File: src/design/nlr_pkg.sv
// Shared types, constants and codes of the naive line rasterizer.
`default_nettype none

package nlr_pkg;

   localparam int COORD_BITS          = 12;
   localparam int DELTA_BITS          = COORD_BITS + 1;
   localparam int ACC_BITS            = COORD_BITS + 2;
   localparam int QUEUE_DEPTH_DEFAULT = 4;

   typedef enum logic {
      OP_LOAD = 1'b0,
      OP_STEP = 1'b1
   } op_type;

   typedef enum logic [1:0] {
      MODE_VERT  = 2'd0,
      MODE_HORZ  = 2'd1,
      MODE_SLOPE = 2'd2
   } mode_type;

   typedef enum logic {
      BK_RUN    = 1'b0,
      BK_DIVIDE = 1'b1
   } bk_state_type;

   typedef struct packed {
      logic                         opcode;
      logic signed [COORD_BITS-1:0] x_start;
      logic signed [COORD_BITS-1:0] y_start;
      logic signed [COORD_BITS-1:0] x_end;
      logic signed [COORD_BITS-1:0] y_end;
   } req_type;

   typedef struct packed {
      logic signed [COORD_BITS-1:0] pixel_x;
      logic signed [COORD_BITS-1:0] pixel_y;
      logic                         last_pixel;
   } rsp_type;

   typedef struct packed {
      logic                         is_load;
      mode_type                     mode;
      logic signed [COORD_BITS-1:0] origin_x;
      logic signed [COORD_BITS-1:0] origin_y;
      logic                         neg_x;
      logic                         neg_y;
      logic [COORD_BITS-1:0]        abs_dx;
      logic [COORD_BITS-1:0]        abs_dy;
      logic [DELTA_BITS-1:0]        total;
   } cmd_type;

   typedef struct packed {
      logic dividing;
      logic line_active;
   } bk_stat_type;

endpackage

`default_nettype wire

File: src/design/naive_line_rasterizer.sv
// Naive line rasterizer: top level with front end, command queue and back end.
//
// Request beats on req_* carry a load (new endpoints, drops any line in
// progress) or a step (next pixel of the active line). Response beats on
// rsp_* carry one pixel with last_pixel set on the final pixel of the line.
// Loads and steps with no active line give no response beat.
// A step beat passes through the command queue and then the result register, which
// drives rsp_valid; steps go through at one per cycle while rsp_ready keeps up and
// no sloped line is being set up. Loads of vertical and horizontal lines skip the
// divide state; a load of a sloped line holds the back end in it while the radix-2
// divider forms the per-pixel y increment, and requests keep queueing meanwhile.
// The command queue holds QUEUE_DEPTH beats; req_ready drops when it fills.
// When rsp_ready is low the result register holds its pixel; the back end
// keeps taking loads and dropped steps, and the queue absorbs further beats.
// Synchronous reset empties the queue and the result register and leaves
// no line active.
`default_nettype none

module naive_line_rasterizer import nlr_pkg::*; #(
   parameter int QUEUE_DEPTH = QUEUE_DEPTH_DEFAULT
) (
   input  logic    clock,
   input  logic    reset,
   input  logic    req_valid,
   output logic    req_ready,
   input  req_type req_data,
   output logic    rsp_valid,
   input  logic    rsp_ready,
   output rsp_type rsp_data
);

   logic        q_push;
   logic        q_pop;
   logic        q_full;
   logic        q_valid;
   cmd_type     q_cmd;
   cmd_type     q_head;
   bk_stat_type bk_stat;

   nlr_front u_front (
      .req_valid (req_valid),
      .req_ready (req_ready),
      .req_data  (req_data),
      .q_full    (q_full),
      .q_push    (q_push),
      .q_cmd     (q_cmd)
   );

   nlr_queue #(
      .DEPTH (QUEUE_DEPTH)
   ) u_queue (
      .clock    (clock),
      .reset    (reset),
      .push     (q_push),
      .push_cmd (q_cmd),
      .pop      (q_pop),
      .full     (q_full),
      .valid    (q_valid),
      .head     (q_head)
   );

   nlr_back u_back (
      .clock     (clock),
      .reset     (reset),
      .q_valid   (q_valid),
      .q_head    (q_head),
      .q_pop     (q_pop),
      .rsp_valid (rsp_valid),
      .rsp_ready (rsp_ready),
      .rsp_data  (rsp_data),
      .bk_stat   (bk_stat)
   );

   assert property (@(posedge clock) disable iff (reset) q_pop |-> q_valid)
      else $error("queue popped while empty");

   assert property (@(posedge clock) disable iff (reset) bk_stat.dividing |-> !q_pop)
      else $error("queue popped during slope setup");

   assert property (@(posedge clock) disable iff (reset)
      q_pop && q_head.is_load && !rsp_valid |=> !rsp_valid)
      else $error("load produced a response beat");

   assert property (@(posedge clock) disable iff (reset)
      q_pop && !q_head.is_load && !bk_stat.line_active && !rsp_valid |=> !rsp_valid)
      else $error("step with no active line produced a response beat");

endmodule

`default_nettype wire

File: src/design/nlr_front.sv
// Front end: accepts request beats and classifies loads into line modes.
`default_nettype none

module nlr_front import nlr_pkg::*; (
   input  logic    req_valid,
   output logic    req_ready,
   input  req_type req_data,
   input  logic    q_full,
   output logic    q_push,
   output cmd_type q_cmd
);

   logic signed [DELTA_BITS-1:0] dx;
   logic signed [DELTA_BITS-1:0] dy;
   logic [DELTA_BITS-1:0]        dx_mag;
   logic [DELTA_BITS-1:0]        dy_mag;
   logic [COORD_BITS-1:0]        adx;
   logic [COORD_BITS-1:0]        ady;

   assign dx = {req_data.x_end[COORD_BITS-1], req_data.x_end}
             - {req_data.x_start[COORD_BITS-1], req_data.x_start};
   assign dy = {req_data.y_end[COORD_BITS-1], req_data.y_end}
             - {req_data.y_start[COORD_BITS-1], req_data.y_start};

   assign dx_mag = dx[DELTA_BITS-1] ? -dx : dx;
   assign dy_mag = dy[DELTA_BITS-1] ? -dy : dy;
   assign adx    = dx_mag[COORD_BITS-1:0];
   assign ady    = dy_mag[COORD_BITS-1:0];

   assign req_ready = !q_full;
   assign q_push    = req_valid && !q_full;

   always_comb begin
      q_cmd.is_load  = (req_data.opcode == OP_LOAD);
      q_cmd.origin_x = req_data.x_start;
      q_cmd.origin_y = req_data.y_start;
      q_cmd.neg_x    = dx[DELTA_BITS-1];
      q_cmd.neg_y    = dy[DELTA_BITS-1];
      q_cmd.abs_dx   = adx;
      q_cmd.abs_dy   = ady;
      if (dx == '0) begin
         q_cmd.mode  = MODE_VERT;
         q_cmd.total = DELTA_BITS'(ady) + DELTA_BITS'(1);
      end else if (dy == '0) begin
         q_cmd.mode  = MODE_HORZ;
         q_cmd.total = DELTA_BITS'(adx) + DELTA_BITS'(1);
      end else begin
         q_cmd.mode  = MODE_SLOPE;
         q_cmd.total = DELTA_BITS'(adx);
      end
   end

endmodule

`default_nettype wire

File: src/design/nlr_queue.sv
// Command queue between the front end and the back end.
`default_nettype none

module nlr_queue import nlr_pkg::*; #(
   parameter int DEPTH = QUEUE_DEPTH_DEFAULT
) (
   input  logic    clock,
   input  logic    reset,
   input  logic    push,
   input  cmd_type push_cmd,
   input  logic    pop,
   output logic    full,
   output logic    valid,
   output cmd_type head
);

   localparam int PTR_BITS = (DEPTH > 1) ? $clog2(DEPTH) : 1;
   localparam int CNT_BITS = $clog2(DEPTH + 1);

   cmd_type               mem_ff [DEPTH];
   logic [PTR_BITS-1:0]   wr_ptr_ff, wr_ptr_in;
   logic [PTR_BITS-1:0]   rd_ptr_ff, rd_ptr_in;
   logic [CNT_BITS-1:0]   count_ff, count_in;

   assign full  = (count_ff == CNT_BITS'(DEPTH));
   assign valid = (count_ff != '0);
   assign head  = mem_ff[rd_ptr_ff];

   always_comb begin
      wr_ptr_in = wr_ptr_ff;
      rd_ptr_in = rd_ptr_ff;
      count_in  = count_ff;
      if (push) begin
         wr_ptr_in = (wr_ptr_ff == PTR_BITS'(DEPTH - 1)) ? '0 : wr_ptr_ff + PTR_BITS'(1);
      end
      if (pop) begin
         rd_ptr_in = (rd_ptr_ff == PTR_BITS'(DEPTH - 1)) ? '0 : rd_ptr_ff + PTR_BITS'(1);
      end
      if (push && !pop) begin
         count_in = count_ff + CNT_BITS'(1);
      end else if (pop && !push) begin
         count_in = count_ff - CNT_BITS'(1);
      end
   end

   always_ff @(posedge clock) begin
      if (reset) begin
         wr_ptr_ff <= '0;
         rd_ptr_ff <= '0;
         count_ff  <= '0;
      end else begin
         wr_ptr_ff <= wr_ptr_in;
         rd_ptr_ff <= rd_ptr_in;
         count_ff  <= count_in;
      end
   end

   always_ff @(posedge clock) begin
      if (push) begin
         mem_ff[wr_ptr_ff] <= push_cmd;
      end
   end

endmodule

`default_nettype wire

File: src/design/nlr_div.sv
// Radix-2 restoring divider for the slope step, one quotient bit per cycle.
`default_nettype none

module nlr_div import nlr_pkg::*; (
   input  logic                  clock,
   input  logic                  reset,
   input  logic                  start,
   input  logic [COORD_BITS-1:0] dividend,
   input  logic [COORD_BITS-1:0] divisor,
   output logic                  done,
   output logic [COORD_BITS-1:0] quotient,
   output logic [COORD_BITS-1:0] remainder
);

   localparam int CNT_BITS = $clog2(COORD_BITS + 1);

   logic                  busy_ff, busy_in;
   logic                  done_ff, done_in;
   logic [CNT_BITS-1:0]   count_ff, count_in;
   logic [COORD_BITS-1:0] quo_ff, quo_in;
   logic [COORD_BITS-1:0] rem_ff, rem_in;
   logic [COORD_BITS-1:0] dvs_ff, dvs_in;
   logic [COORD_BITS:0]   trial;
   logic [COORD_BITS:0]   trial_diff;
   logic                  fits;

   assign trial      = {rem_ff, quo_ff[COORD_BITS-1]};
   assign fits       = (trial >= {1'b0, dvs_ff});
   assign trial_diff = trial - {1'b0, dvs_ff};

   assign done      = done_ff;
   assign quotient  = quo_ff;
   assign remainder = rem_ff;

   always_comb begin
      busy_in  = busy_ff;
      done_in  = 1'b0;
      count_in = count_ff;
      quo_in   = quo_ff;
      rem_in   = rem_ff;
      dvs_in   = dvs_ff;
      if (start) begin
         busy_in  = 1'b1;
         count_in = '0;
         quo_in   = dividend;
         rem_in   = '0;
         dvs_in   = divisor;
      end else if (busy_ff) begin
         quo_in   = {quo_ff[COORD_BITS-2:0], fits};
         rem_in   = fits ? trial_diff[COORD_BITS-1:0] : trial[COORD_BITS-1:0];
         count_in = count_ff + CNT_BITS'(1);
         if (count_ff == CNT_BITS'(COORD_BITS - 1)) begin
            busy_in = 1'b0;
            done_in = 1'b1;
         end
      end
   end

   always_ff @(posedge clock) begin
      if (reset) begin
         busy_ff <= 1'b0;
         done_ff <= 1'b0;
      end else begin
         busy_ff <= busy_in;
         done_ff <= done_in;
      end
   end

   always_ff @(posedge clock) begin
      count_ff <= count_in;
      quo_ff   <= quo_in;
      rem_ff   <= rem_in;
      dvs_ff   <= dvs_in;
   end

endmodule

`default_nettype wire

File: src/design/nlr_back.sv
// Back end: sets up lines, walks them one pixel per beat and holds the result register.
`default_nettype none

module nlr_back import nlr_pkg::*; (
   input  logic        clock,
   input  logic        reset,
   input  logic        q_valid,
   input  cmd_type     q_head,
   output logic        q_pop,
   output logic        rsp_valid,
   input  logic        rsp_ready,
   output rsp_type     rsp_data,
   output bk_stat_type bk_stat
);

   bk_state_type                state_ff, state_in;
   logic                        active_ff, active_in;
   mode_type                    mode_ff, mode_in;
   logic                        neg_x_ff, neg_x_in;
   logic                        neg_y_ff, neg_y_in;
   logic [COORD_BITS-1:0]       cur_x_ff, cur_x_in;
   logic [COORD_BITS-1:0]       cur_y_ff, cur_y_in;
   logic [DELTA_BITS-1:0]       index_ff, index_in;
   logic [DELTA_BITS-1:0]       total_ff, total_in;
   logic signed [ACC_BITS-1:0]  q_ff, q_in;
   logic [ACC_BITS-1:0]         r_ff, r_in;
   logic [DELTA_BITS-1:0]       den_ff, den_in;
   logic signed [ACC_BITS-1:0]  inc_q_ff, inc_q_in;
   logic [DELTA_BITS-1:0]       inc_r_ff, inc_r_in;
   logic                        rsp_valid_ff, rsp_valid_in;
   rsp_type                     rsp_data_ff, rsp_data_in;

   logic                        div_start;
   logic                        div_done;
   logic [COORD_BITS-1:0]       div_quo;
   logic [COORD_BITS-1:0]       div_rem;
   logic [COORD_BITS-1:0]       abs_dx;

   logic                        can_emit;
   logic                        last;
   logic [ACC_BITS-1:0]         py_slope;
   logic [COORD_BITS-1:0]       x_stepped;
   logic [COORD_BITS-1:0]       y_stepped;
   logic [ACC_BITS-1:0]         r_sum;
   logic                        r_wrap;
   logic [ACC_BITS-1:0]         q_stepped;

   nlr_div u_div (
      .clock     (clock),
      .reset     (reset),
      .start     (div_start),
      .dividend  (q_head.abs_dy),
      .divisor   (q_head.abs_dx),
      .done      (div_done),
      .quotient  (div_quo),
      .remainder (div_rem)
   );

   assign abs_dx    = den_ff[DELTA_BITS-1:1];
   assign can_emit  = !rsp_valid_ff || rsp_ready;
   assign last      = (ACC_BITS'(index_ff) + ACC_BITS'(1)) >= ACC_BITS'(total_ff);
   assign py_slope  = q_ff + ACC_BITS'(q_ff[ACC_BITS-1] && (r_ff != '0));
   assign x_stepped = neg_x_ff ? cur_x_ff - COORD_BITS'(1) : cur_x_ff + COORD_BITS'(1);
   assign y_stepped = neg_y_ff ? cur_y_ff - COORD_BITS'(1) : cur_y_ff + COORD_BITS'(1);
   assign r_sum     = r_ff + ACC_BITS'(inc_r_ff);
   assign r_wrap    = (r_sum >= ACC_BITS'(den_ff));
   assign q_stepped = q_ff + inc_q_ff + ACC_BITS'(r_wrap);

   assign rsp_valid           = rsp_valid_ff;
   assign rsp_data            = rsp_data_ff;
   assign bk_stat.dividing    = (state_ff == BK_DIVIDE);
   assign bk_stat.line_active = active_ff;

   always_comb begin
      state_in     = state_ff;
      active_in    = active_ff;
      mode_in      = mode_ff;
      neg_x_in     = neg_x_ff;
      neg_y_in     = neg_y_ff;
      cur_x_in     = cur_x_ff;
      cur_y_in     = cur_y_ff;
      index_in     = index_ff;
      total_in     = total_ff;
      q_in         = q_ff;
      r_in         = r_ff;
      den_in       = den_ff;
      inc_q_in     = inc_q_ff;
      inc_r_in     = inc_r_ff;
      rsp_valid_in = rsp_valid_ff && !rsp_ready;
      rsp_data_in  = rsp_data_ff;
      q_pop        = 1'b0;
      div_start    = 1'b0;

      unique case (state_ff)
         BK_RUN: begin
            if (q_valid) begin
               if (q_head.is_load) begin
                  q_pop     = 1'b1;
                  active_in = 1'b1;
                  mode_in   = q_head.mode;
                  neg_x_in  = q_head.neg_x;
                  neg_y_in  = q_head.neg_y;
                  cur_x_in  = q_head.origin_x;
                  cur_y_in  = q_head.origin_y;
                  index_in  = '0;
                  total_in  = q_head.total;
                  q_in      = {{(ACC_BITS - COORD_BITS){q_head.origin_y[COORD_BITS-1]}},
                               q_head.origin_y};
                  r_in      = ACC_BITS'(q_head.abs_dx);
                  den_in    = {q_head.abs_dx, 1'b0};
                  if (q_head.mode == MODE_SLOPE) begin
                     div_start = 1'b1;
                     state_in  = BK_DIVIDE;
                  end
               end else if (!active_ff) begin
                  q_pop = 1'b1;
               end else if (can_emit) begin
                  q_pop                  = 1'b1;
                  rsp_valid_in           = 1'b1;
                  rsp_data_in.pixel_x    = cur_x_ff;
                  rsp_data_in.pixel_y    = cur_y_ff;
                  rsp_data_in.last_pixel = last;
                  index_in               = index_ff + DELTA_BITS'(1);
                  if (last) begin
                     active_in = 1'b0;
                  end
                  unique case (mode_ff)
                     MODE_VERT: begin
                        cur_y_in = y_stepped;
                     end
                     MODE_HORZ: begin
                        cur_x_in = x_stepped;
                     end
                     MODE_SLOPE: begin
                        rsp_data_in.pixel_y = py_slope[COORD_BITS-1:0];
                        cur_x_in            = x_stepped;
                        q_in                = q_stepped;
                        r_in                = r_wrap ? r_sum - ACC_BITS'(den_ff) : r_sum;
                     end
                     default: begin
                        cur_x_in = cur_x_ff;
                     end
                  endcase
               end
            end
         end
         BK_DIVIDE: begin
            if (div_done) begin
               state_in = BK_RUN;
               if (!neg_y_ff) begin
                  inc_q_in = ACC_BITS'(div_quo);
                  inc_r_in = {div_rem, 1'b0};
               end else if (div_rem == '0) begin
                  inc_q_in = -(ACC_BITS'(div_quo));
                  inc_r_in = '0;
               end else begin
                  inc_q_in = ~(ACC_BITS'(div_quo));
                  inc_r_in = {abs_dx - div_rem, 1'b0};
               end
            end
         end
      endcase
   end

   always_ff @(posedge clock) begin
      if (reset) begin
         state_ff     <= BK_RUN;
         active_ff    <= 1'b0;
         rsp_valid_ff <= 1'b0;
      end else begin
         state_ff     <= state_in;
         active_ff    <= active_in;
         rsp_valid_ff <= rsp_valid_in;
      end
   end

   always_ff @(posedge clock) begin
      mode_ff     <= mode_in;
      neg_x_ff    <= neg_x_in;
      neg_y_ff    <= neg_y_in;
      cur_x_ff    <= cur_x_in;
      cur_y_ff    <= cur_y_in;
      index_ff    <= index_in;
      total_ff    <= total_in;
      q_ff        <= q_in;
      r_ff        <= r_in;
      den_ff      <= den_in;
      inc_q_ff    <= inc_q_in;
      inc_r_ff    <= inc_r_in;
      rsp_data_ff <= rsp_data_in;
   end

endmodule

`default_nettype wire
File: config.mk
export PLATFORM = sky130hd
export DESIGN_NAME = naive_line_rasterizer
export DESIGN_NICKNAME = d
export VERILOG_FILES = /design/src/design/nlr_pkg.sv /design/src/design/naive_line_rasterizer.sv /design/src/design/nlr_front.sv /design/src/design/nlr_queue.sv /design/src/design/nlr_div.sv /design/src/design/nlr_back.sv
export SDC_FILE = /design/constraint.sdc
export NUM_CORES = 1
export LEC_CHECK = 0
export BUFFER_PORTS_ARGS = -buffer_cell sky130_fd_sc_hd__buf_2
export CORE_ASPECT_RATIO = 1.4
export CORE_MARGIN = 1
export CORE_UTILIZATION = 57
export CTS_CLUSTER_DIAMETER = 30
export DETAILED_ROUTE_END_ITERATION = 6
export HOLD_SLACK_MARGIN = 0.05
export PLACE_DENSITY = 0.73
export SLEW_MARGIN = 5
export SYNTH_ARGS = -nofsm -noshare
export SYNTH_HDL_FRONTEND = slang
export SYNTH_SLANG_ARGS = --single-unit
File: constraint.sdc
create_clock -name clock -period 5.83 [get_ports clock]
set_input_delay 1.166 -clock clock [delete_from_list [all_inputs] [get_ports clock]]
set_output_delay 1.166 -clock clock [all_outputs]
set_load 0.005 [all_outputs]
== After elaboration in Yosys (flattened, before gate mapping) ==
Memories as Yosys holds them, arrays and structs flattened. A register that Yosys moved wholly into a read port is not among the register bits.
Cells that the tools add are included.

* $add $sub $neg: 25
* Magnitude comparators: 3
* Equality and inequality tests: 7
* Mux-type cells: 67
* Bitwise gates (word level): 5
* Reductions and logical operators: 34

{| class="wikitable"
|+ Operators with widths
! kind !! number
|-
| two-way mux 12 bit || 18
|-
| two-way mux 14 bit || 9
|-
| two-way mux 13 bit || 6
|-
| >= comparator 14 x 13 -> 1 bit || 2
|-
| adder 12 x 1 -> 13 bit (second input constant) || 2
|-
| logical NOT 13 bit || 2
|-
| subtractor 12 x 12 -> 13 bit || 2
|-
| two-way mux 1 bit || 25
|-
| adder 12 x 1 -> 12 bit (second input constant) || 2
|-
| negator 12 bit || 2
|-
| subtractor 12 x 1 -> 12 bit (second input constant) || 2
|-
| subtractor 12 bit || 2
|-
| AND reduction 5 bit || 4
|-
| adder 13 x 1 -> 14 bit (second input constant) || 1
|-
| adder 14 x 1 -> 14 bit || 1
|-
| adder 14 x 13 -> 14 bit || 1
|-
| adder 14 bit || 1
|-
| negator 12 -> 14 bit || 1
|-
| inverter 12 -> 14 bit || 1
|-
| nonzero test 14 bit || 1
|-
| nonzero test 2 bit || 7
|-
| subtractor 14 x 13 -> 14 bit || 1
|-
| adder 13 x 1 -> 13 bit (second input constant) || 1
|-
| >= comparator 13 x 12 -> 1 bit || 1
|-
| other kinds (24) || 46
|}

* Flip-flop bits (word level): 198
* RAM bits: 264
* Input bits: 53
* Output and inout bits: 27
* Word-level logic and storage cells: 172
* Memories kept: 1

{| class="wikitable"
|+ Memory list
! name !! words !! bits a word !! read ports !! clocked after memory_dff !! wr ports !! line !! source
|-
| u_queue.mem_ff || 4 || 66 || 1 || 1 || 1 || nlr_queue.sv:20 || <nowiki>cmd_type mem_ff [DEPTH];</nowiki>
|}

== Longest topological paths before layout ==
Gate-level depths: netlist (run 1).

* Depth after elaboration: 10
* Mapped depth: 28
* Mapped depth without buffers: 27

== Modules after synthesis ==
Synthesis (run 1) repeated with hierarchy kept, for this count alone.

* Cell total of the unflattened synthesis: 1,987
* Area, all modules: 25,052.8 µm²

{| class="wikitable"
|+ Modules (own cells, without submodules)
! module !! times used !! cells each !! area an instance (µm²) !! sequential area each (µm²)
|-
| nlr_queue || 1 || 388 || 9,959.6 || 8,107.8
|-
| nlr_back || 1 || 947 || 9,803.2 || 4,414.2
|-
| nlr_front || 1 || 433 || 3,026.7 || 0.0
|-
| nlr_div || 1 || 219 || 2,263.4 || 1,081.0
|}

== Worst setup path before layout (run 1) ==
Ideal clock, no wire load.

* Path kind: register to register
* Start: register u_back.r_ff[1]
* End: register u_back.q_ff[12] (data pin)
* Setup time: 278 ps
* Arrival time: 5,716 ps
* Data required time: 5,552 ps
* Slack: -163 ps
* Stages on the path, launching flop included: 29
* Path buffers: 1
* Period minus slack after synthesis: 5,993 ps
* Cells stage by stage: edfxtp_1 -> ha_1 -> fa_1 -> a21o_1 -> a21oi_1 -> o21bai_1 -> a21oi_1 -> xnor2_1 -> ha_1 -> nand4_1 -> a21oi_1 -> a211oi_1 -> nor2b_1 -> o21a_1 -> o311a_1 -> nor3_1 -> buf_2 -> fa_1 -> fa_1 -> nor2b_1 -> o21ai_0 -> a21boi_0 -> o21ai_0 -> a21boi_0 -> o21ai_0 -> a21boi_0 -> o21ai_0 -> mux2i_1 -> o311ai_0

* Cells in the longest elaborated chain, start to end: 7

{| class="wikitable"
|+ RTL lines
! item !! line !! source
|-
| start, declared || nlr_back.sv:26 || <nowiki>logic [ACC_BITS-1:0] r_ff, r_in;</nowiki>
|-
| start signal, assigned || nlr_back.sv:186 || <nowiki>r_ff <= r_in;</nowiki>
|-
| adder 14 x 13 -> 14 bit || nlr_back.sv:65 || <nowiki>assign r_sum = r_ff + ACC_BITS'(inc_r_ff);</nowiki>
|-
| >= comparator 14 x 13 -> 1 bit || nlr_back.sv:66 || <nowiki>assign r_wrap = (r_sum >= ACC_BITS'(den_ff));</nowiki>
|-
| adder 14 x 1 -> 14 bit || nlr_back.sv:67 || <nowiki>assign q_stepped = q_ff + inc_q_ff + ACC_BITS'(r_wrap);</nowiki>
|-
| two-way mux 14 bit || nlr_back.sv:127 || <nowiki>unique case (mode_ff)</nowiki>
|-
| two-way mux 14 bit || nlr_back.sv:117 || <nowiki>end else if (can_emit) begin</nowiki>
|-
| two-way mux 14 bit || nlr_back.sv:115 || <nowiki>end else if (!active_ff) begin</nowiki>
|-
| two-way mux 14 bit || nlr_back.sv:97 || <nowiki>if (q_head.is_load) begin</nowiki>
|-
| end signal, assigned || nlr_back.sv:185 || <nowiki>q_ff <= q_in;</nowiki>
|-
| end, declared || nlr_back.sv:25 || <nowiki>logic signed [ACC_BITS-1:0] q_ff, q_in;</nowiki>
|}

No other way between the ends. The select of a mux whose other input is x is not followed.
A chain may end at the register's enable or synchronous reset.

== Worst setup path in the final report (run 1) ==
* Start: register u_back.r_ff[1]
* End: register u_back.q_ff[13] (data pin)

The elaborated chain is that of the path after synthesis.

==> qor.txt, run 1 <==
Core area: 0.04140 mm2
Wire length of the first global-routing pass: 84960 um
Arrival @ worst endpoint: 5.85 ns
Htree depth: 3
Initial Utilization: 57.95%
Crit Path Max Fanout: 3
Post-synth top area share: 54.19%
Net Count, Synth: 2065
Mean area per synthesized cell: 12.84 um2
Slowest cell delay on critical path: 0.40 ns
Status: finished, final reports clean
Grt ovf: 0
Input/output buffers: 79
FF+latch count, synth: 463
Worst setup EP type: flop
Seq/Total Area, Yosys: 56.70%
Leakage power: 10.53 nW
GRT Total Usage: 26.15%
Count leader, synth: edfxtp_1
Avg WL per Cell: 20.98 um
Final setup violation count: 0
Gp weighted congestion: 0.8672
Post-synth top area cell: edfxtp_1
I/O pin count: 80
Clock sinks: 463
Synth Instances: 1868
Starting DRT DRC Count: 1117
Switch Pwr: 6.536 mW
Hold_ws: 0.4581 ns
Post-synthesis adder-cell area fraction: 7.854%
ANT nets after route: 0
Die ar.: 0.04293 mm2
Comb power frac: 41.4%
Final wirelength: 55120 um
EDFF count, synth: 433
Clock Tree Buf Depth: 3
Post-route setup TNS: 0 ns
Pre-CTS setup slack: -0.1238 ns
Via-per-instance ratio: 5.930
Synth Area in Compound Gates: 10.08%
Most frequent cell on the critical path: a21oi_1
CP max stage cell: fa_1
TritonCTS clock tree: done
Die width: 175.4 um
Fmax achieved: 180.4 MHz
Largest cells by area after synthesis: edfxtp_1 (54%), ha_1 (6.9%), mux4_2 (6.1%), xnor2_1 (3.6%), dfxtp_1 (2.5%)
Worst-margin pin slew: 1.109 ns
Slew HR: 26.06%
Crit path max-delay family: compound AO/OA/AOI/OAI gates
Tmin final: 5.544 ns
Syn-to-layout area delta: 17.09%
CTS root buffer: clkbuf_16
Largest net degree at the start of global routing: 59
Crit path buf inv count: 0
Layout cells sized above 1: 18.38%
HPWL Detailed: 37000 um
Reg clk slew, reported paths: 0.05 ns
Row count: 88
Mux contribution to synthesized area: 7.687%
Largest family of logic cells by synthesized area: compound AO/OA/AOI/OAI gates
Tcrit/Tclk final: 95.10%
Syn Std Cell Area: 0.02399 mm2
Flop pwr share: 31.2%
Sw Ratio: 36.94%
DRC: 0
Setup crit start kind: flop
Worst hold path class: flop to flop
Power Density: 629.8 mW/mm2
Pwr Total: 17.69 mW
XOR/XNOR share of the synthesized area: 5.648%
Initial antenna violation count: 4
Clock Latency Late Sink: 0.61 ns
Final WS setup: 0.2856 ns
Total number of vias: 15580
Slew Limit Fails: 0
Nets: 2212
Die Y: 244.8 um
Syn. warnings: 0
Drt first pass iters: 5
Kind of critical path: flop to flop
CTS hold repair buffers: 0
Clock network power share: 27.3%
Worst Path Required: 6.14 ns
Post-synthesis simple-gate area fraction: 8.850%
Vias in the first global route: 16120
Ys async rst share: 0%
CTS Buf Count: 81
Top cells by count, synth: edfxtp_1 (433), inv_1 (144), nor2_1 (142)
Layout Skew: 0.03307 ns
Fin. Hold Viols: 0
Post-synth top flop: edfxtp_1
P_int: 11.16 mW
Max rail drop VDD: 0.3044 mV
Max-Cap Viols: 0
Distinct cells, synth: 86
[cells in the final DEF, fill, tap and decap left out, types with 22 or more instances in the layout]
| master | n |
|---|---|
| a21oi_1 | 88 |
| inv_1 | 144 |
| mux4_2 | 65 |
| nand2_1 | 95 |
| o21ai_1 | 22 |
| buf_4 | 38 |
| buf_2 | 79 |
| nor2_1 | 141 |
| a21o_1 | 28 |
| nand3_1 | 40 |
| o21ai_0 | 75 |
| clkbuf_16 | 82 |
| xnor2_1 | 99 |
| ha_1 | 133 |
| xor2_1 | 52 |
| dfxtp_1 | 28 |
| edfxtp_1 | 433 |
[per-layer routing]
layer	up-vias	wire (um)	GRT usage, %
met5	-	13	0
met4	2	2053	12.74
met3	121	2623	4.151
met2	473	28940	47.06
met1	7648	21500	30.17
li1	7334	-	-
[area by class of cell]
cell class	count	area (um2)
timing repair buffer	117	680.7
inverter	147	551.8
tap	540	675.6
clock buffer	92	2090
fill	2944	13310
clock inverter	60	742.0
multi-input combinational	1205	9738
sequential	463	13610
antenna	3	7.507
[power by group through the flow]
stage	clock [mW]	combinational, mW	sequential [mW]
CTS	4.88	7.24	5.53
finish	4.84	7.33	5.53
detailed placement	0	7.10	5.57
global placement	0	6.95	5.53
floorplan	0	5.36	5.34
global route	5.03	8.11	5.62
[per-stage QoR]
stage	utilization (%)	std cells	area (um2)
after CTS	67.68	2621	28020
final	67.86	2627	28090
after floorplan	-	1868	24000
after global routing	67.86	2627	28090
after global placement	60.80	2469	25170
after detailed placement	60.80	2469	25170
[worst reg2reg max path, delay by kind of cell, from the launching register on]
kind                       cells  cell delay, ns
AOI/OAI and AO/OA             15            2.70
adders and majority gates      4            1.20
and+or+nand+nor                5            0.67
DFF                            1            0.38
xor gates and xnor gates       2            0.32
[logic make-up after synthesis]
logic type                 Yosys count
adders and majority gates          144
xor gates and xnor gates           153
DFF                                463
and+or+nand+nor                    436
muxes                              101
buffers and inverters              200
AOI/OAI and AO/OA                  371
[registers in the layout, summed over array words and instances (netlist names), 13 cells and up, named ones only]
register	cells
u_back.r_ff	14
u_queue.mem_ff	264
u_back.index_ff	13
u_back.rsp_data	25
u_back.inc_q_ff	14
u_back.q_ff	14
u_back.total_ff	13
[path summary, 6_finish.rpt]
check                           depth (start not counted)                         start                       endpoint  slack, ns
worst max-delay path                                   26      u_back.r_ff[1]$_DFFE_PP_      u_back.q_ff[13]$_DFFE_PP_       0.29
worst min-delay path                                    0  u_back.cur_x_ff[7]$_DFFE_PP_  u_back.rsp_data[20]$_DFFE_PP_       0.46
worst max register to register                         26      u_back.r_ff[1]$_DFFE_PP_      u_back.q_ff[13]$_DFFE_PP_       0.29
worst min register to register                          0  u_back.cur_x_ff[7]$_DFFE_PP_  u_back.rsp_data[20]$_DFFE_PP_       0.46
[timing repair]
item	in CTS	in global routing
endpoints found under the setup margin	2	7
pin swaps	0	20
buffers inserted	0	3
resized for setup	5	21
(Power assumes the default switching activity.)
==> run 2: changes to the inputs <==
Settings changed: ABC_AREA from default to 1, CORE_UTILIZATION 57 to 59, PLACE_DENSITY 0.73 to 0.72.
Clock period 5.83 ns to 6.6 ns, I/O delays scaled along.
==> run 2 against run 1 <==
Against the previous run:
- the run now ends with design-rule violations left
- sequential power shrank 11%
- area after synthesis rose by 4.5%
- non-clock buffer count down 21
- cell area increased by 2.0%
- sequential share of layout area fell by 0.96 points
- clock power shrank 18%
- clock skew shrank 0.0043 ns
- critical path depth grew 3
- combinational power fell by 3.1%
- critical endpoint is now u_back.q_ff[10]$_DFFE_PP_
- highest routed layer unchanged
==> qor.txt, run 2 <==
Setup bufs post-CTS: 0 (unchanged)
Row count: 89 (+1.1%)
Layout cells sized above 1: 11.32% (-7.1 points)
Starting DRT DRC Count: 1484 (+33%)
Post-synth top flop: edfxtp_1
Gp weighted congestion: 0.9063 (+4.5%)
FF+latch count, synth: 463 (unchanged)
Top cells by count, synth: nand2_1 (484), edfxtp_1 (433), inv_1 (313)
Distinct cells, synth: 56 (-35%)
Htree depth: 3 (unchanged)
Syn Std Cell Area: 0.02508 mm2 (+4.5%)
DRC: 2 (+2)
Largest net degree at the start of global routing: 81 (+37%)
Crit path max-delay family: adder cells
Final wirelength: 63600 um (+15%)
Seq/Total Area, Yosys: 54.23% (-2.5 points)
Tmin final: 5.666 ns (+0.1213 ns)
Wire length of the first global-routing pass: 99350 um (+17%)
Fill count: 3253 (+10%)
Layout Cells excl Fill: 3347 (+27%)
Clock Latency Late Sink: 0.60 ns (about the same)
Worst Path Required: 6.95 ns (+0.81 ns)
Leakage power: 11.89 nW (+13%)
Power Density: 558.6 mW/mm2 (-11%)
Layout Skew: 0.02874 ns (-0.004326 ns)
Worst-margin pin slew: 1.108 ns (-0.001246 ns)
CTS hold repair buffers: 0 (unchanged)
Die width: 176.3 um (+0.50%)
Vias in the first global route: 18780 (+17%)
Slowest cell delay on critical path: 0.45 ns (+0.05 ns)
Slew Limit Fails: 0 (unchanged)
Most frequent cell on the critical path: nand2_1
CP max stage cell: fa_1
HPWL Detailed: 45060 um (+22%)
GRT Total Usage: 30.03% (+3.9 points)
Avg WL per Cell: 19.00 um (-9.4%)
Via-per-instance ratio: 5.700 (-3.9%)
Drt first pass iters: 7 (+2)
EDFF count, synth: 433 (unchanged)
TritonCTS clock tree: done
Die Y: 246.0 um (+0.50%)
Crit path buf inv count: 2 (+2)
Diodes inserted: 0 (-3)
CTS root buffer: clkbuf_16
Fin. Hold Viols: 0 (unchanged)
Arrival @ worst endpoint: 6.01 ns (+0.16 ns)
Crit Path Max Fanout: 4 (+1)
Mean area per synthesized cell: 9.512 um2 (-26%)
Tcrit/Tclk final: 85.84% (-9.3 points)
Ys async rst share: 0% (unchanged)
Total number of vias: 19080 (+22%)
Nets: 2938 (+33%)
Max-Cap Viols: 0 (unchanged)
Initial antenna violation count: 2 (-2)
Final setup violation count: 0 (unchanged)
Fmax achieved: 176.5 MHz (-2.1%)
CTS resizes: 0 (-5)
Grt ovf: 0 (unchanged)
Synth Instances: 2637 (+41%)
Input/output buffers: 79 (unchanged)
Worst hold path class: flop to flop
Worst setup EP type: flop
Most frequent cells in the layout: nand2_1 (484), edfxtp_1 (433), inv_1 (311)
Clock Tree Buf Depth: 3 (unchanged)
Max rail drop VDD: 0.2820 mV (-7.3%)
Violated checks: design-rule violations
Pre-CTS setup slack: 0.9515 ns (+1.075 ns)
CTS Buf Count: 75 (-7.4%)
Setup crit start kind: flop
Count leader, synth: nand2_1
Clock sinks: 463 (unchanged)
Post-synth top area cell: edfxtp_1
Largest Register: u_queue.mem_ff
RSZ-0062 raised after global routing: no
R2r setup slk: 0.93 ns (+0.65 ns)
Die ar.: 0.04336 mm2 (+0.99%)
Syn. warnings: 0 (unchanged)
Placed insts: 3210 (+30%)
Post-route setup TNS: 0 ns (unchanged)
Final WS setup: 0.9343 ns (+0.6487 ns)
Core area: 0.04209 mm2 (+1.7%)
Kind of critical path: flop to flop
Initial Utilization: 59.59% (+1.6 points)
Post-synth top area share: 51.84% (-2.4 points)
Slew HR: 26.06% (about the same)
Reg clk slew, reported paths: 0.05 ns (about the same)
Hold_ws: 0.4586 ns (+0.0004330 ns)
Largest cells by area after synthesis: edfxtp_1 (52%), nand2_1 (7.2%), ha_1 (6.6%), o21ai_0 (4.9%), inv_1 (4.7%)
Net Count, Synth: 2834 (+37%)
Max FFs per register: 264 (unchanged)
Most common cell after layout, fill and taps aside: nand2_1
Status: finished with violations
ANT nets after route: 0 (unchanged)
I/O pin count: 80 (unchanged)
Syn-to-layout area delta: 14.26%
## run 2: changes by cell type after synthesis, sizes merged, moves of 23 or more
cell    delta
nand3     +93
xnor2     -59
mux4      -65
nand2    +424
clkbuf    +23
inv      +174
o22ai     +64
nor2     +178
o21ai    +161
## run 2: per-layer routing
layer	vias to the layer above	routed length [um]	track usage [%]
met4	4	2272	12.66
met1	9103	25390	35.79
met3	132	3570	5.031
met5	-	25	0
met2	569	32340	53.23
li1	9270	-	-
## run 2: area by class of cell
class | instances | area, um2 | share of cell area, %
Sequential cell | 463 | 13610 | 47.48
Clock inverter | 51 | 628.1 | 2.192
Multi-Input combinational cell | 1782 | 10020 | 34.95
Clock buffer | 86 | 1971 | 6.876
Tap cell | 546 | 683.2 | 2.384
Timing Repair Buffer | 96 | 535.5 | 1.869
Inverter | 323 | 1217 | 4.248
## run 2: worst reg2reg max path, delay by kind of cell, from the launching register on
family          cells  cell delay [ns]
fa+ha+maj           5             1.84
xor+xnor            1             0.20
compound gates      7             1.24
flops               1             0.40
simple gates       14             1.62
buf+inv             2             0.13
## run 2: logic make-up after synthesis
family	share of synthesized area, %
AOI/OAI and AO/OA	11.03
xor gates and xnor gates	3.217
adders and majority gates	7.512
buffers and inverters	6.021
DFF	54.23
and+or+nand+nor	17.99
## run 2: worst paths after layout
kind / cells past startpoint / to / startpoint
min: 0 / u_back.rsp_data[23]$_DFFE_PP_ / u_back.cur_x_ff[10]$_DFFE_PP_
max: 29 / u_back.q_ff[10]$_DFFE_PP_ / u_back.r_ff[1]$_DFFE_PP_
max reg2reg: 29 / u_back.q_ff[10]$_DFFE_PP_ / u_back.r_ff[1]$_DFFE_PP_
min reg2reg: 0 / u_back.rsp_data[23]$_DFFE_PP_ / u_back.cur_x_ff[10]$_DFFE_PP_
## run 2: power by group
group / internal [mW] / switching [mW] / leakage [nW]
combinational: 2.31 / 4.80 / 6.38
sequential: 4.48 / 0.436 / 4.24
clock: 2.54 / 1.44 / 1.26
total: 9.33 / 6.68 / 11.9
## run 2: per-stage QoR
step / cell area [um2] / util [%] / power, mW
global route: 28660 / 68.09 / 17.11
finish: 28660 / 68.09 / 16.01
CTS: 28660 / 68.09 / 16.03
floorplan: 25080 / - / 9.888
detailed placement: 26060 / 61.91 / 11.98
global placement: 26060 / 61.91 / 11.81
==> run 3: changes to the inputs <==
Clock period 6.6 ns to 6.1 ns, I/O delays scaled along.
==> run 3 against run 2 <==
Against the previous run:
- the run still ends with design-rule violations left
- flip-flop and latch count did not move
- first-iteration DRC count rose by 2.3%
- clock power rose by 5.5%
- critical path type unchanged
- largest power group unchanged
==> qor.txt, run 3 (same netlist as run 2, synthesis figures left out) <==
CTS root buffer: clkbuf_16
Pwr Total: 17.24 mW (+7.7%)
Sw Ratio: 42.16% (+0.46 points)
HPWL Detailed: 44760 um (-0.67%)
Most frequent cells in the layout: nand2_1 (484), edfxtp_1 (433), inv_1 (311)
Layout Cells excl Fill: 3350 (+0.090%)
Most common cell after layout, fill and taps aside: nand2_1
DRC: 4 (+2)
Initial antenna violation count: 3 (+1)
Status: finished with violations
Setup crit start kind: flop
Flop pwr share: 31.1% (+0.4 points)
Die ar.: 0.04336 mm2 (unchanged)
Worst Path Required: 6.44 ns (-0.51 ns)
Setup bufs post-CTS: 0 (unchanged)
Routing usage on met2: 52.61% (-0.63 points)
Worst r2r dst: u_back.q_ff[10]$_DFFE_PP_
Violated checks: design-rule violations
Die Y: 246.0 um (unchanged)
Crit Path Max Fanout: 4 (unchanged)
Slowest cell delay on critical path: 0.45 ns (about the same)
Avg WL per Cell: 18.79 um (-1.1%)
Post-route setup TNS: 0 ns (unchanged)
Slew HR: 27.97% (+1.9 points)
RSZ-0062 raised after global routing: no
Layout cells sized above 1: 11.49% (+0.17 points)
CTS Buf Count: 75 (unchanged)
Drt first pass iters: 7 (unchanged)
Comb power frac: 44.5% (about the same)
Layout Skew: 0.02780 ns (-0.0009454 ns)
Worst Min Path Start: u_back.cur_x_ff[10]$_DFFE_PP_
Clock Tree Buf Depth: 3 (unchanged)
Largest net degree at the start of global routing: 77 (-4.9%)
Fin. Hold Viols: 0 (unchanged)
Row count: 89 (unchanged)
Vias in the first global route: 18520 (-1.4%)
Gp weighted congestion: 0.9392 (+3.6%)
Most frequent cell on the critical path: nand2_1
Clock Latency Late Sink: 0.60 ns (about the same)
Worst hold path class: flop to flop
Total number of vias: 19070 (-0.026%)
Starting DRT DRC Count: 1518 (+2.3%)
Max rail drop VDD: 0.3225 mV (+14%)
Kind of critical path: flop to flop
Worst-margin pin slew: 1.079 ns (-0.02853 ns)
Die width: 176.3 um (unchanged)
Hold path depth: 0 (unchanged)
Worst setup EP type: flop
Grt ovf: 0 (unchanged)
CTS resizes: 0 (unchanged)
TritonCTS clock tree: done
Fmax achieved: 182.0 MHz (+3.1%)
Tmin final: 5.494 ns (-0.1713 ns)
Reg clk slew, reported paths: 0.05 ns (about the same)
Nets: 2940 (+0.068%)
Clock network power share: 24.4% (-0.5 points)
Switch Pwr: 7.271 mW (+8.9%)
Final setup violation count: 0 (unchanged)
Placed insts: 3212 (+0.062%)
GR peak layer: met2
Met1 Use GR: 35.94% (+0.15 points)
Htree depth: 3 (unchanged)
Initial Utilization: 59.59% (unchanged)
Wire length of the first global-routing pass: 97660 um (-1.7%)
R2r setup slk: 0.61 ns (-0.33 ns)
GRT Total Usage: 29.57% (-0.46 points)
P_int: 9.974 mW (+6.9%)
GR Util met3: 3.951% (-1.1 points)
Hold_ws: 0.4607 ns (+0.002140 ns)
Hold EP: u_back.rsp_data[23]$_DFFE_PP_
Via-per-instance ratio: 5.693 (-0.12%)
Power Density: 603.0 mW/mm2 (+7.9%)
Input/output buffers: 79 (unchanged)
ANT nets after route: 0 (unchanged)
Core area: 0.04209 mm2 (unchanged)
Tcrit/Tclk final: 90.07% (+4.2 points)
Reg2Reg Depth: 29 (unchanged)
Reg-to-Reg Start: u_back.r_ff[1]$_DFFE_PP_
Largest Register: u_queue.mem_ff
Max FFs per register: 264 (unchanged)
Arrival @ worst endpoint: 5.83 ns (-0.18 ns)
CP max stage cell: fa_1
I/O pin count: 80 (unchanged)
Final wirelength: 62930 um (-1.1%)
Leakage power: 11.85 nW (-0.29%)
Slew Limit Fails: 0 (unchanged)
Max-Cap Viols: 0 (unchanged)
CTS hold repair buffers: 0 (unchanged)
Clock sinks: 463 (unchanged)
Syn-to-layout area delta: 14.02%
==> run 3: power groups by stage <==
stage / Clock [mW] / Sequential (mW) / Combinational [mW]
5_1_grt: 4.38 / 5.43 / 8.59
2_1_floorplan: 0 / 5.22 / 5.48
6_report: 4.21 / 5.36 / 7.67
3_3_place_gp: 0 / 5.38 / 7.42
4_1_cts: 4.25 / 5.35 / 7.65
3_5_place_dp: 0 / 5.41 / 7.56
==> run 3: worst max-delay path by stage <==
stage / cells past startpoint / startpoint / endpoint
2_1_floorplan: 30 / u_back.r_ff[1]$_DFFE_PP_ / u_back.q_ff[10]$_DFFE_PP_
3_3_place_gp: 29 / u_back.r_ff[1]$_DFFE_PP_ / u_back.q_ff[10]$_DFFE_PP_
3_5_place_dp: 29 / u_back.r_ff[1]$_DFFE_PP_ / u_back.q_ff[10]$_DFFE_PP_
4_1_cts: 29 / u_back.r_ff[1]$_DFFE_PP_ / u_back.q_ff[10]$_DFFE_PP_
5_1_grt: 29 / u_back.r_ff[1]$_DFFE_PP_ / u_back.q_ff[10]$_DFFE_PP_
6_report: 29 / u_back.r_ff[1]$_DFFE_PP_ / u_back.q_ff[10]$_DFFE_PP_
==> run 3: layer usage <==
metal / part of all wire, % / wire (um) / up-vias
met1: 40 / 25470 / 9087
met3: 5.2 / 3292 / 123
met2: 51 / 32060 / 564
li1: - / - / 9293
met4: 3.3 / 2068 / 6
met5: 0.065 / 41 / -
==> run 3: worst max-delay path, delay by kind of cell (launching register included) <==
family / cells / cell delay, ns
fa+ha+maj: 5 / 1.84
simple gates: 14 / 1.63
compound gates: 7 / 1.09
flops: 1 / 0.39
xor+xnor: 1 / 0.19
buf+inv: 2 / 0.12
==> run 3: through the flow <==
stage | setup WS [ns] | cell area, um2 | util [%]
2_1_floorplan | 0.9341 | 25080 | -
3_3_place_gp | 0.6223 | 26060 | 61.92
3_5_place_dp | 0.5590 | 26060 | 61.92
4_1_cts | 0.5200 | 28600 | 67.94
5_1_grt | 0.1045 | 28600 | 67.94
6_report | 0.6057 | 28600 | 67.94
==> run 3: area by class of cell <==
class,instances,area (um2)
flip-flops and latches,463,13610
fillers,3318,13490
multi-input cells,1782,10020
clock buffers,82,1913
inverters,323,1217
well taps,546,683.2
clock inverters,55,620.6
repair buffers,98,538.0
diodes,1,2.502
